**config.mk**
```make
export PLATFORM = sky130hd
export DESIGN_NAME = svct_ctrl
export DESIGN_NICKNAME = d
export VERILOG_FILES = /design/src/rtl/svct_pkg.sv /design/src/rtl/svct_ctrl.sv
export SDC_FILE = /design/constraint.sdc
export NUM_CORES = 1
export LEC_CHECK = 0
export BUFFER_PORTS_ARGS = -buffer_cell sky130_fd_sc_hd__buf_2
export CAP_MARGIN = 5
export CORE_AREA = 3 3 40 42
export CTS_CLUSTER_SIZE = 8
export DETAILED_ROUTE_END_ITERATION = 7
export DIE_AREA = 0 0 43 45
export SKIP_LAST_GASP = 1
export SYNTH_ARGS = -nofsm -noshare
export SYNTH_HDL_FRONTEND = slang
export SYNTH_SLANG_ARGS = --single-unit
```
**constraint.sdc**
```tcl
create_clock -name clk -period 2.1 [get_ports clk]
set_input_delay 0.315 -clock clk [delete_from_list [all_inputs] [get_ports clk]]
set_output_delay 0.315 -clock clk [all_outputs]
set_load 0.02 [all_outputs]
```
**src/rtl/svct_pkg.sv**
```systemverilog
// Shared types and constants for the sorted value count table.
package svct_pkg;

    localparam int TABLE_DEPTH = 256;
    localparam int ADDR_W      = $clog2(TABLE_DEPTH);
    localparam int NUM_W       = ADDR_W + 1;
    localparam int KEY_W       = 32;
    localparam int AMOUNT_W    = 32;
    localparam int COUNT_W     = 48;

    localparam logic [1:0] ST_ADDED    = 2'd0;
    localparam logic [1:0] ST_INSERTED = 2'd1;
    localparam logic [1:0] ST_DROPPED  = 2'd2;

    typedef struct packed {
        logic signed [KEY_W-1:0] key;
        logic [AMOUNT_W-1:0]     amount;
    } sample_t;

    typedef struct packed {
        logic [1:0]              status;
        logic [7:0]              position;
        logic [COUNT_W-1:0]      entry_count;
        logic [8:0]              unique_entries;
        logic [COUNT_W-1:0]      total_samples;
        logic signed [KEY_W-1:0] min_key;
        logic signed [KEY_W-1:0] max_key;
    } result_t;

    typedef struct packed {
        logic signed [KEY_W-1:0] key;
        logic [COUNT_W-1:0]      count;
    } entry_t;

    typedef struct packed {
        logic load;
        logic srch_rd;
        logic srch_step;
        logic chk_rd;
        logic upd;
        logic drop;
        logic sh_init;
        logic sh_rd;
        logic sh_wr;
        logic ins;
        logic emit;
    } cmd_t;

    typedef struct packed {
        logic srch_done;
        logic hit;
        logic full;
        logic sh_none;
        logic out_free;
    } stat_t;

endpackage

```
**src/rtl/svct_ctrl.sv**
```systemverilog
// Sequencing state machine for the sorted value count table.
module svct_ctrl
    import svct_pkg::*;
(
    input  logic  clk,
    input  logic  rst_n,
    input  logic  sample_valid,
    output logic  sample_stall,
    input  stat_t stat,
    output cmd_t  cmd
);

    localparam logic [3:0] S_IDLE  = 4'd0;
    localparam logic [3:0] S_SRCH  = 4'd1;
    localparam logic [3:0] S_SCMP  = 4'd2;
    localparam logic [3:0] S_CHKR  = 4'd3;
    localparam logic [3:0] S_CHK   = 4'd4;
    localparam logic [3:0] S_SHIFT = 4'd5;
    localparam logic [3:0] S_SHWR  = 4'd6;
    localparam logic [3:0] S_INS   = 4'd7;
    localparam logic [3:0] S_DONE  = 4'd8;

    logic [3:0] state_reg;
    logic [3:0] state_next;

    assign sample_stall = (state_reg != S_IDLE);

    always_comb
    begin
        cmd        = '0;
        state_next = state_reg;
        unique case (state_reg)
            S_IDLE:
            begin
                if (sample_valid)
                begin
                    cmd.load   = 1'b1;
                    state_next = S_SRCH;
                end
            end
            S_SRCH:
            begin
                if (stat.srch_done)
                begin
                    state_next = S_CHKR;
                end
                else
                begin
                    cmd.srch_rd = 1'b1;
                    state_next  = S_SCMP;
                end
            end
            S_SCMP:
            begin
                cmd.srch_step = 1'b1;
                state_next    = S_SRCH;
            end
            S_CHKR:
            begin
                cmd.chk_rd = 1'b1;
                state_next = S_CHK;
            end
            S_CHK:
            begin
                if (stat.hit)
                begin
                    cmd.upd    = 1'b1;
                    state_next = S_DONE;
                end
                else if (stat.full)
                begin
                    cmd.drop   = 1'b1;
                    state_next = S_DONE;
                end
                else
                begin
                    cmd.sh_init = 1'b1;
                    state_next  = S_SHIFT;
                end
            end
            S_SHIFT:
            begin
                if (stat.sh_none)
                begin
                    state_next = S_INS;
                end
                else
                begin
                    cmd.sh_rd  = 1'b1;
                    state_next = S_SHWR;
                end
            end
            S_SHWR:
            begin
                cmd.sh_wr  = 1'b1;
                state_next = S_SHIFT;
            end
            S_INS:
            begin
                cmd.ins    = 1'b1;
                state_next = S_DONE;
            end
            S_DONE:
            begin
                if (stat.out_free)
                begin
                    cmd.emit   = 1'b1;
                    state_next = S_IDLE;
                end
            end
            default:
            begin
                state_next = S_IDLE;
            end
        endcase
    end

    always_ff @(posedge clk or negedge rst_n)
    begin
        if (!rst_n)
        begin
            state_reg <= S_IDLE;
        end
        else
        begin
            state_reg <= state_next;
        end
    end

endmodule

```
==> out/metrics.cfg, run 1 <==
[run_status]
outcome = complete, no violations

[critical_path]
crit_arrival_ns = 1.54
crit_path_max_incr_delay_ns = 0.57
end_kind = output port
crit_chain = nand2b_1 > nor4_1 > buf_2
crit_required_ns = 1.78
critPathSlowestCell = dfrtp_1
worstSetupStartpointType = flop
path_max_fanout = 13
critPathKind = reg -> out

[drt]
postRouteAntennaNets = 0
wl_per_cell_um = 12.1
first_pass_iters = 4
drcViolationCount = 0
wirelength_um = 989
viasPerCell = 4.89
drtIter0Drc = 12
vias = 401

[finish]
layout.nets = 77
seqCellArea_um2 = 100
syn2layout_area_growth_pct = 34.1
drive_above_1_share_pct = 34.3
utilization_pct = 36.0
diodes = 0
largest_reg_flops = 4
nFillCells = 138
final_common_cell = buf_2
layout_common_cells = 19 x buf_2, 8 x nor2_1, 5 x nor3_1, 4 x nand2_1, 4 x dfrtp_1
multi_input_area_um2 = 205

[clocking]
cts_tree = built
holdBufCountCts = 1
clock_latency_ns = 0.24
post_cts_resized = 0
clock-sinks = 4
cts_made_buffers = 3
clkTransAtPathRegs_ns = 0.04
postCtsSetupBuffers = 0
cts_root_buf = clkbuf_4
htree_num_levels = 1
cts_buffer_depth = 2

[synth]
synthMuxAreaShare_pct = 2.90
synth_flop_cell = dfrtp_1
synth_simple_gate_area_share_pct = 42.8
synthArstFlopShare_pct = 100
synth-compound-area-share_pct = 13.8
ys_ff_latch = 4
yosys.area_share.adder_pct = 0
yosysUniqueCellTypes = 23
synthesis.area_um2 = 345
avgSynthCellArea_um2 = 7.19
yosys.area_share.xor_xnor_pct = 0
syn_nets = 56
synth_top_family_by_area = simple AND/OR/NAND/NOR gates
synth-warning-count = 0
synth-edff-count = 0
synth_cells = 48
yosysSeqAreaShare_pct = 29.0

[sta]
fmax_mhz = 539
fin_crit_ns = 1.85
hold_viol_final = 0
finalCritPeriodShare_pct = 88.3
rsz0062_at_grt = no
clock_skew_ns = 0.00770
maxSlewHeadroom_pct = 74.5
tightest_slew_ns = 0.383
setup_viol = 0
tns_ns = 0
slew_violations = 0

[floorplan]
chipHeight_um = 45
num_io_pins = 20
core-area_um2 = 1280
rows = 13
die_x_um = 43
fp.dieArea_um2 = 1940
initial_utilization_pct = 26.9

[global_routing]
grt_pass1_wl_mm = 1.57
antenna_found_initial = 0
grt_max_degree = 14
grt-ovfl-total = 0
grt_pass1_vias = 364
grt_use_total_pct = 11.3

[power_and_ir_drop]
switching_share_pct = 51.8
power.density_nw_per_um2 = 1390
power.share.combinational_pct = 54.9
power.switching_uw = 333
peakVddDrop_uv = 406
total_power_uw = 643
p_int_uw = 310
seqPwrFrac_pct = 29.5
p_leak_nw = 0.239
p_clk_share_pct = 15.6

[place]
dp.final_hpwl_um = 737
place_congestion = 0.731
port_buffers = 19

[worst_hold_path]
hold_class = in -> async

[job]
cap_violations = 0

-- power by group through the flow --
| stage | registers, mW | logic, mW | clock network, mW |
|---|---|---|---|
| floorplan | 0.142 | 0.331 | 0 |
| global placement | 0.190 | 0.350 | 0 |
| detailed placement | 0.189 | 0.352 | 0 |
| CTS | 0.188 | 0.356 | 0.103 |
| global route | 0.202 | 0.391 | 0.105 |
| finish | 0.189 | 0.353 | 0.101 |
-- synthesized netlist by cell type (2+ instances only) --
master,number,share of area [%]
buf_2,2,2.9
nor4_1,3,5.4
inv_1,3,3.3
nand2b_1,2,3.6
nand2_1,4,4.3
o21ai_1,2,2.9
a21oi_1,2,2.9
nor2_1,8,8.7
dfrtp_1,4,29
nor3_1,5,7.2
-- cell families (layout without fill, tap and decap cells) --
logic type,after synthesis,count (layout)
AND/OR/NAND/NOR,28,28
AO/OA/AOI/OAI,8,8
buffers and inverters,7,26
flip-flops,4,4
multiplexers,1,1
-- worst max-delay path, delay by kind of cell (launching register included) --
kind / cells / cell delay [ns]
buffers and inverters: 1 / 0.20
DFF: 1 / 0.57
and+or+nand+nor: 2 / 0.53
-- path summary, 6_finish.rpt --
kind,start,endpoint,slack [ns],cells after the start
setup / recovery,state_reg[2]$_DFFE_PN0P_,cmd[4],0.25,3
hold / removal,rst_n,state_reg[1]$_DFFE_PN0P_,0.41,2
setup reg to reg,state_reg[2]$_DFFE_PN0P_,state_reg[0]$_DFFE_PN0P_,0.74,4
hold reg to reg,state_reg[3]$_DFFE_PN0P_,state_reg[1]$_DFFE_PN0P_,0.62,1
max in group asynchronous,rst_n,state_reg[0]$_DFFE_PN0P_,1.56,2
min in group clk,sample_valid,state_reg[0]$_DFFE_PN0P_,0.41,3
-- layout make-up --
cell class                      instances  area share [%]
Timing Repair Buffer                   20            22.7
Multi-Input combinational cell         37            44.3
Inverter                                3            2.43
Tap cell                               15            4.05
Clock buffer                            3            4.86
Sequential cell                         4            21.6
-- per-stage QoR --
stage	worst slack, ns	instance area (um^2)	std cells	hold WS [ns]
detailed placement	0.513	430	78	0.127
global route	0.103	463	82	0.435
floorplan	0.325	345	48	0.0194
CTS	0.250	463	82	0.409
finish	0.246	463	82	0.410
global placement	0.539	430	78	0.122
-- layer usage --
layer / global-route usage (%) / share of wire, % / vias up
met1: 14.0 / 47 / 174
met4: 9.04 / 2.2 / 0
met3: 3.59 / 11 / 2
met5: 0 / 0 / -
met2: 15.9 / 40 / 21
li1: - / - / 204
(Power assumes the default switching activity.)
==> inputs of run 2 (changes only) <==
Clock period 2.1 ns to 1.65 ns, I/O delays scaled along.
==> out/metrics.cfg, run 2 (synthesis gave the netlist of run 1 again) <==
[sta]
holdWs_ns = 0.346
tns_ns = 0
hold_viol_final = 0
fin_crit_ns = 1.58
clock_skew_ns = 0.00218
tightest_slew_ns = 0.225
maxSlewHeadroom_pct = 85.0
finalCritPeriodShare_pct = 95.9
slew_violations = 0
setup_viol = 0
fmax_mhz = 632

[global_routing]
grt-ovfl-total = 0
grt_pass1_wl_mm = 1.57
grt_max_degree = 10
grt_pass1_vias = 360
antenna_found_initial = 0
grt_use_total_pct = 11.1

[floorplan]
fp.dieArea_um2 = 1940
rows = 13
core-area_um2 = 1280
num_io_pins = 20
chipHeight_um = 45
die_x_um = 43
initial_utilization_pct = 26.9

[critical_path]
path_max_fanout = 8
crit_path_max_incr_delay_ns = 0.44
critPathKind = reg -> out
crit_chain = or2_4 > nor4_2 > buf_2
end_kind = output port
crit_required_ns = 1.40
crit_arrival_ns = 1.34
critPathSlowestCell = dfrtp_2
worstSetupStartpointType = flop

[clocking]
cts_root_buf = clkbuf_4
cts_made_buffers = 3
clock-sinks = 4
cts_buffer_depth = 2
clkTransAtPathRegs_ns = 0.04
clock_latency_ns = 0.23
htree_num_levels = 1
cts_tree = built
postCtsSetupBuffers = 0

[finish]
syn2layout_area_growth_pct = 46.7
layout.nets = 79
diodes = 0
layout_common_cells = 18 x buf_2, 8 x nor2_1, 4 x nand2_1, 4 x nor3_1
final_common_cell = buf_2
drive_above_1_share_pct = 47.8
largest_reg_flops = 4

[power_and_ir_drop]
peakVddDrop_uv = 554
p_leak_nw = 0.249
power.density_nw_per_um2 = 1740

[drt]
drcViolationCount = 0
wirelength_um = 997
viasPerCell = 5.18
drtIter0Drc = 4
postRouteAntennaNets = 0
vias = 435
wl_per_cell_um = 11.9
first_pass_iters = 5

[place]
place_congestion = 0.769
port_buffers = 19
dp.final_hpwl_um = 713

[job]
cap_violations = 0

[run_status]
outcome = complete, no violations

[worst_hold_path]
hold_class = in -> async

## run 2: metrics by stage
| stage | area [um^2] | cells | util [%] | setup WS [ns] | power (mW) |
|---|---|---|---|---|---|
| 5_1_grt | 507 | 84 | 39.4 | -0.0229 | 0.966 |
| 3_5_place_dp | 445 | 80 | 34.7 | 0.259 | 0.721 |
| 3_3_place_gp | 445 | 80 | 34.7 | 0.259 | 0.711 |
| 4_1_cts | 480 | 84 | 37.4 | 0.00962 | 0.862 |
| 2_1_floorplan | 345 | 48 | - | -0.0571 | 0.601 |
| 6_report | 507 | 84 | 39.4 | 0.0669 | 0.883 |
## run 2: timing repair
item | 4_1_cts | 5_1_grt
setup endpoints to repair | 2 | 5
gates resized for setup | 1 | 8
pin swaps | 0 | 0
hold buffers | 1 | 0
hold endpoints to repair | 4 | 0
## run 2: final cells by class
class | instances | area, um^2
multi-input cells | 37 | 228
repair buffers | 22 | 123
flip-flops and latches | 4 | 104
inverters | 3 | 11.3
fillers | 146 | 778
clock buffers | 3 | 22.5
well taps | 15 | 18.8
## run 2: final timing paths
| check | start | to | slack, ns | depth (start not counted) |
|---|---|---|---|---|
| worst min register to register | state_reg[3]$_DFFE_PN0P_ | state_reg[1]$_DFFE_PN0P_ | 0.57 | 2 |
| max in group asynchronous | rst_n | state_reg[2]$_DFFE_PN0P_ | 1.18 | 2 |
| worst min-delay path | rst_n | state_reg[0]$_DFFE_PN0P_ | 0.35 | 2 |
| worst max-delay path | state_reg[1]$_DFFE_PN0P_ | cmd[4] | 0.07 | 3 |
| worst max register to register | state_reg[1]$_DFFE_PN0P_ | state_reg[0]$_DFFE_PN0P_ | 0.40 | 4 |
| min in group clk | sample_valid | state_reg[0]$_DFFE_PN0P_ | 0.35 | 3 |
## run 2: worst max-delay path, delay by kind of cell (launching register included)
family / cells / cell delay (ns)
flops: 1 / 0.44
buf+inv: 1 / 0.20
simple gates: 2 / 0.46
## run 2: report_power, final
part	switching (mW)	total (mW)	leakage [nW]	internal, mW
registers	0.0706	0.220	0.0472	0.149
clock network	0.0380	0.119	0.0138	0.0812
logic	0.332	0.544	0.188	0.213
total	0.440	0.883	0.249	0.443
## run 2: metal layers
layer,part of all wire [%],global-route usage (%),vias to the layer above
met5,0,0,-
li1,-,-,209
met2,45,15.6,26
met3,10,2.79,2
met1,44,14.3,198
met4,1.2,9.04,0
==> inputs of run 3 (changes only) <==
Settings changed: GPL_TIMING_DRIVEN set to 0.
==> out/metrics.cfg, run 3 (synthesis gave the netlist of run 1 again) <==
[finish]
drive_above_1_share_pct = 50.7
layout_common_cells = 18 x buf_2, 8 x nor2_1, 7 x buf_4
final_common_cell = buf_2
syn2layout_area_growth_pct = 61.2
utilization_pct = 43.3
layout.nets = 85
diodes = 0
largest_reg_flops = 4

[place]
dp.final_hpwl_um = 670
place_congestion = 0.743
dp_slack_ns = 0.170
port_buffers = 19

[clocking]
clock-sinks = 4
cts_buffer_depth = 2
clkTransAtPathRegs_ns = 0.04
clock_latency_ns = 0.24
htree_num_levels = 1
cts_tree = built
cts_made_buffers = 3
cts_root_buf = clkbuf_4

[critical_path]
crit_required_ns = 1.40
crit_arrival_ns = 1.34
worst_r2r_path_depth = 5
worstSetupStartpointType = flop
r2r_setup_slack_ns = 0.32
reg2reg_from = state_reg[1]$_DFFE_PN0P_
path_max_fanout = 7
end_kind = output port
critPathKind = reg -> out
r2r-end = state_reg[0]$_DFFE_PN0P_

[power_and_ir_drop]
peakVddDrop_uv = 563
power.density_nw_per_um2 = 1770
p_leak_nw = 0.278

[drt]
viasPerCell = 4.94
first_pass_iters = 4
vias = 445
wl_per_cell_um = 10.9
drtIter0Drc = 11
wirelength_um = 978
drcViolationCount = 0
postRouteAntennaNets = 0

[global_routing]
grt_pass1_wl_mm = 1.46
grt-ovfl-total = 0
antenna_found_initial = 0
grt_use_total_pct = 10.5
grt_pass1_vias = 348
grt_max_degree = 11

[floorplan]
rows = 13
num_io_pins = 20
chipHeight_um = 45
initial_utilization_pct = 26.9
fp.dieArea_um2 = 1940
core-area_um2 = 1280
die_x_um = 43

[sta]
tightest_slew_ns = 0.238
maxSlewHeadroom_pct = 84.1
hold_viol_final = 0
fmax_mhz = 630
holdWs_ns = 0.327
layout_setup_ws_ns = 0.0627
fin_crit_ns = 1.59
slew_violations = 0
clock_skew_ns = 0.00495
finalCritPeriodShare_pct = 96.2
setup_viol = 0
rsz0062_at_grt = yes

[worst_hold_path]
hold_class = in -> async

[job]
cap_violations = 0

[run_status]
outcome = complete, no violations

[run 3: changes by cell type in the layout (fill, tap and decap cells not counted)]
cell	before	now
nor4_1	1	0
or2_4	1	0
nand2b_2	1	0
nand2b_1	1	2
or2_1	0	1
buf_4	3	7
clkbuf_4	3	4
nor4_2	2	3
buf_6	0	1
[run 3: layer usage]
layer	global-route usage (%)	wire [um]	up-vias	share of wire (%)
li1	-	-	221	-
met1	11.9	418	195	43
met2	16.8	452	25	46
met3	1.20	87	4	8.9
met4	10.8	21	0	2.1
met5	0	0	-	0
[run 3: worst max path at each step]
stage	start	slack [ns]	end
detailed placement	state_reg[3]$_DFFE_PN0P_	0.17	cmd[4]
global route	state_reg[1]$_DFFE_PN0P_	-0.003	cmd[6]
finish	state_reg[1]$_DFFE_PN0P_	0.06	cmd[5]
floorplan	state_reg[3]$_DFFE_PN0P_	-0.06	cmd[4]
global placement	state_reg[3]$_DFFE_PN0P_	0.17	cmd[5]
CTS	state_reg[1]$_DFFE_PN0P_	0.02	cmd[4]
[run 3: what timing repair did]
item | in CTS | in global routing
resized for setup | 3 | 7
hold buffers | 1 | 0
hold endpoints to repair | 4 | 0
setup buffers | 5 | 0
setup endpoints to repair | 5 | 4
[run 3: final cells by class]
cell class	instances	area, um^2
fill	145	728
multi-input combinational	37	229
timing repair buffer	25	145
sequential	4	104
buffer	3	26.3
clock buffer	3	22.5
tap	15	18.8
inverter	3	11.3
[run 3: power breakdown]
part           switching [mW]  internal [mW]  total (mW)
registers              0.0344          0.149       0.183
clock network          0.0399         0.0813       0.121
logic                   0.388          0.293       0.681
[run 3: worst max-delay path: stages (launching register included)]
cell	delay, ns
dfrtp_2	0.40
or2_1	0.24
buf_6	0.14
nor4_2	0.13
buf_2	0.20
[run 3: through the flow]
step	setup TNS, ns	instance area, um^2	instances	power (mW)
floorplan	-0.114	345	48	0.601
global placement	0	459	82	0.741
detailed placement	0	459	82	0.750
CTS	0	528	90	0.959
global route	-0.00494	557	90	1.06
finish	0	557	90	0.985
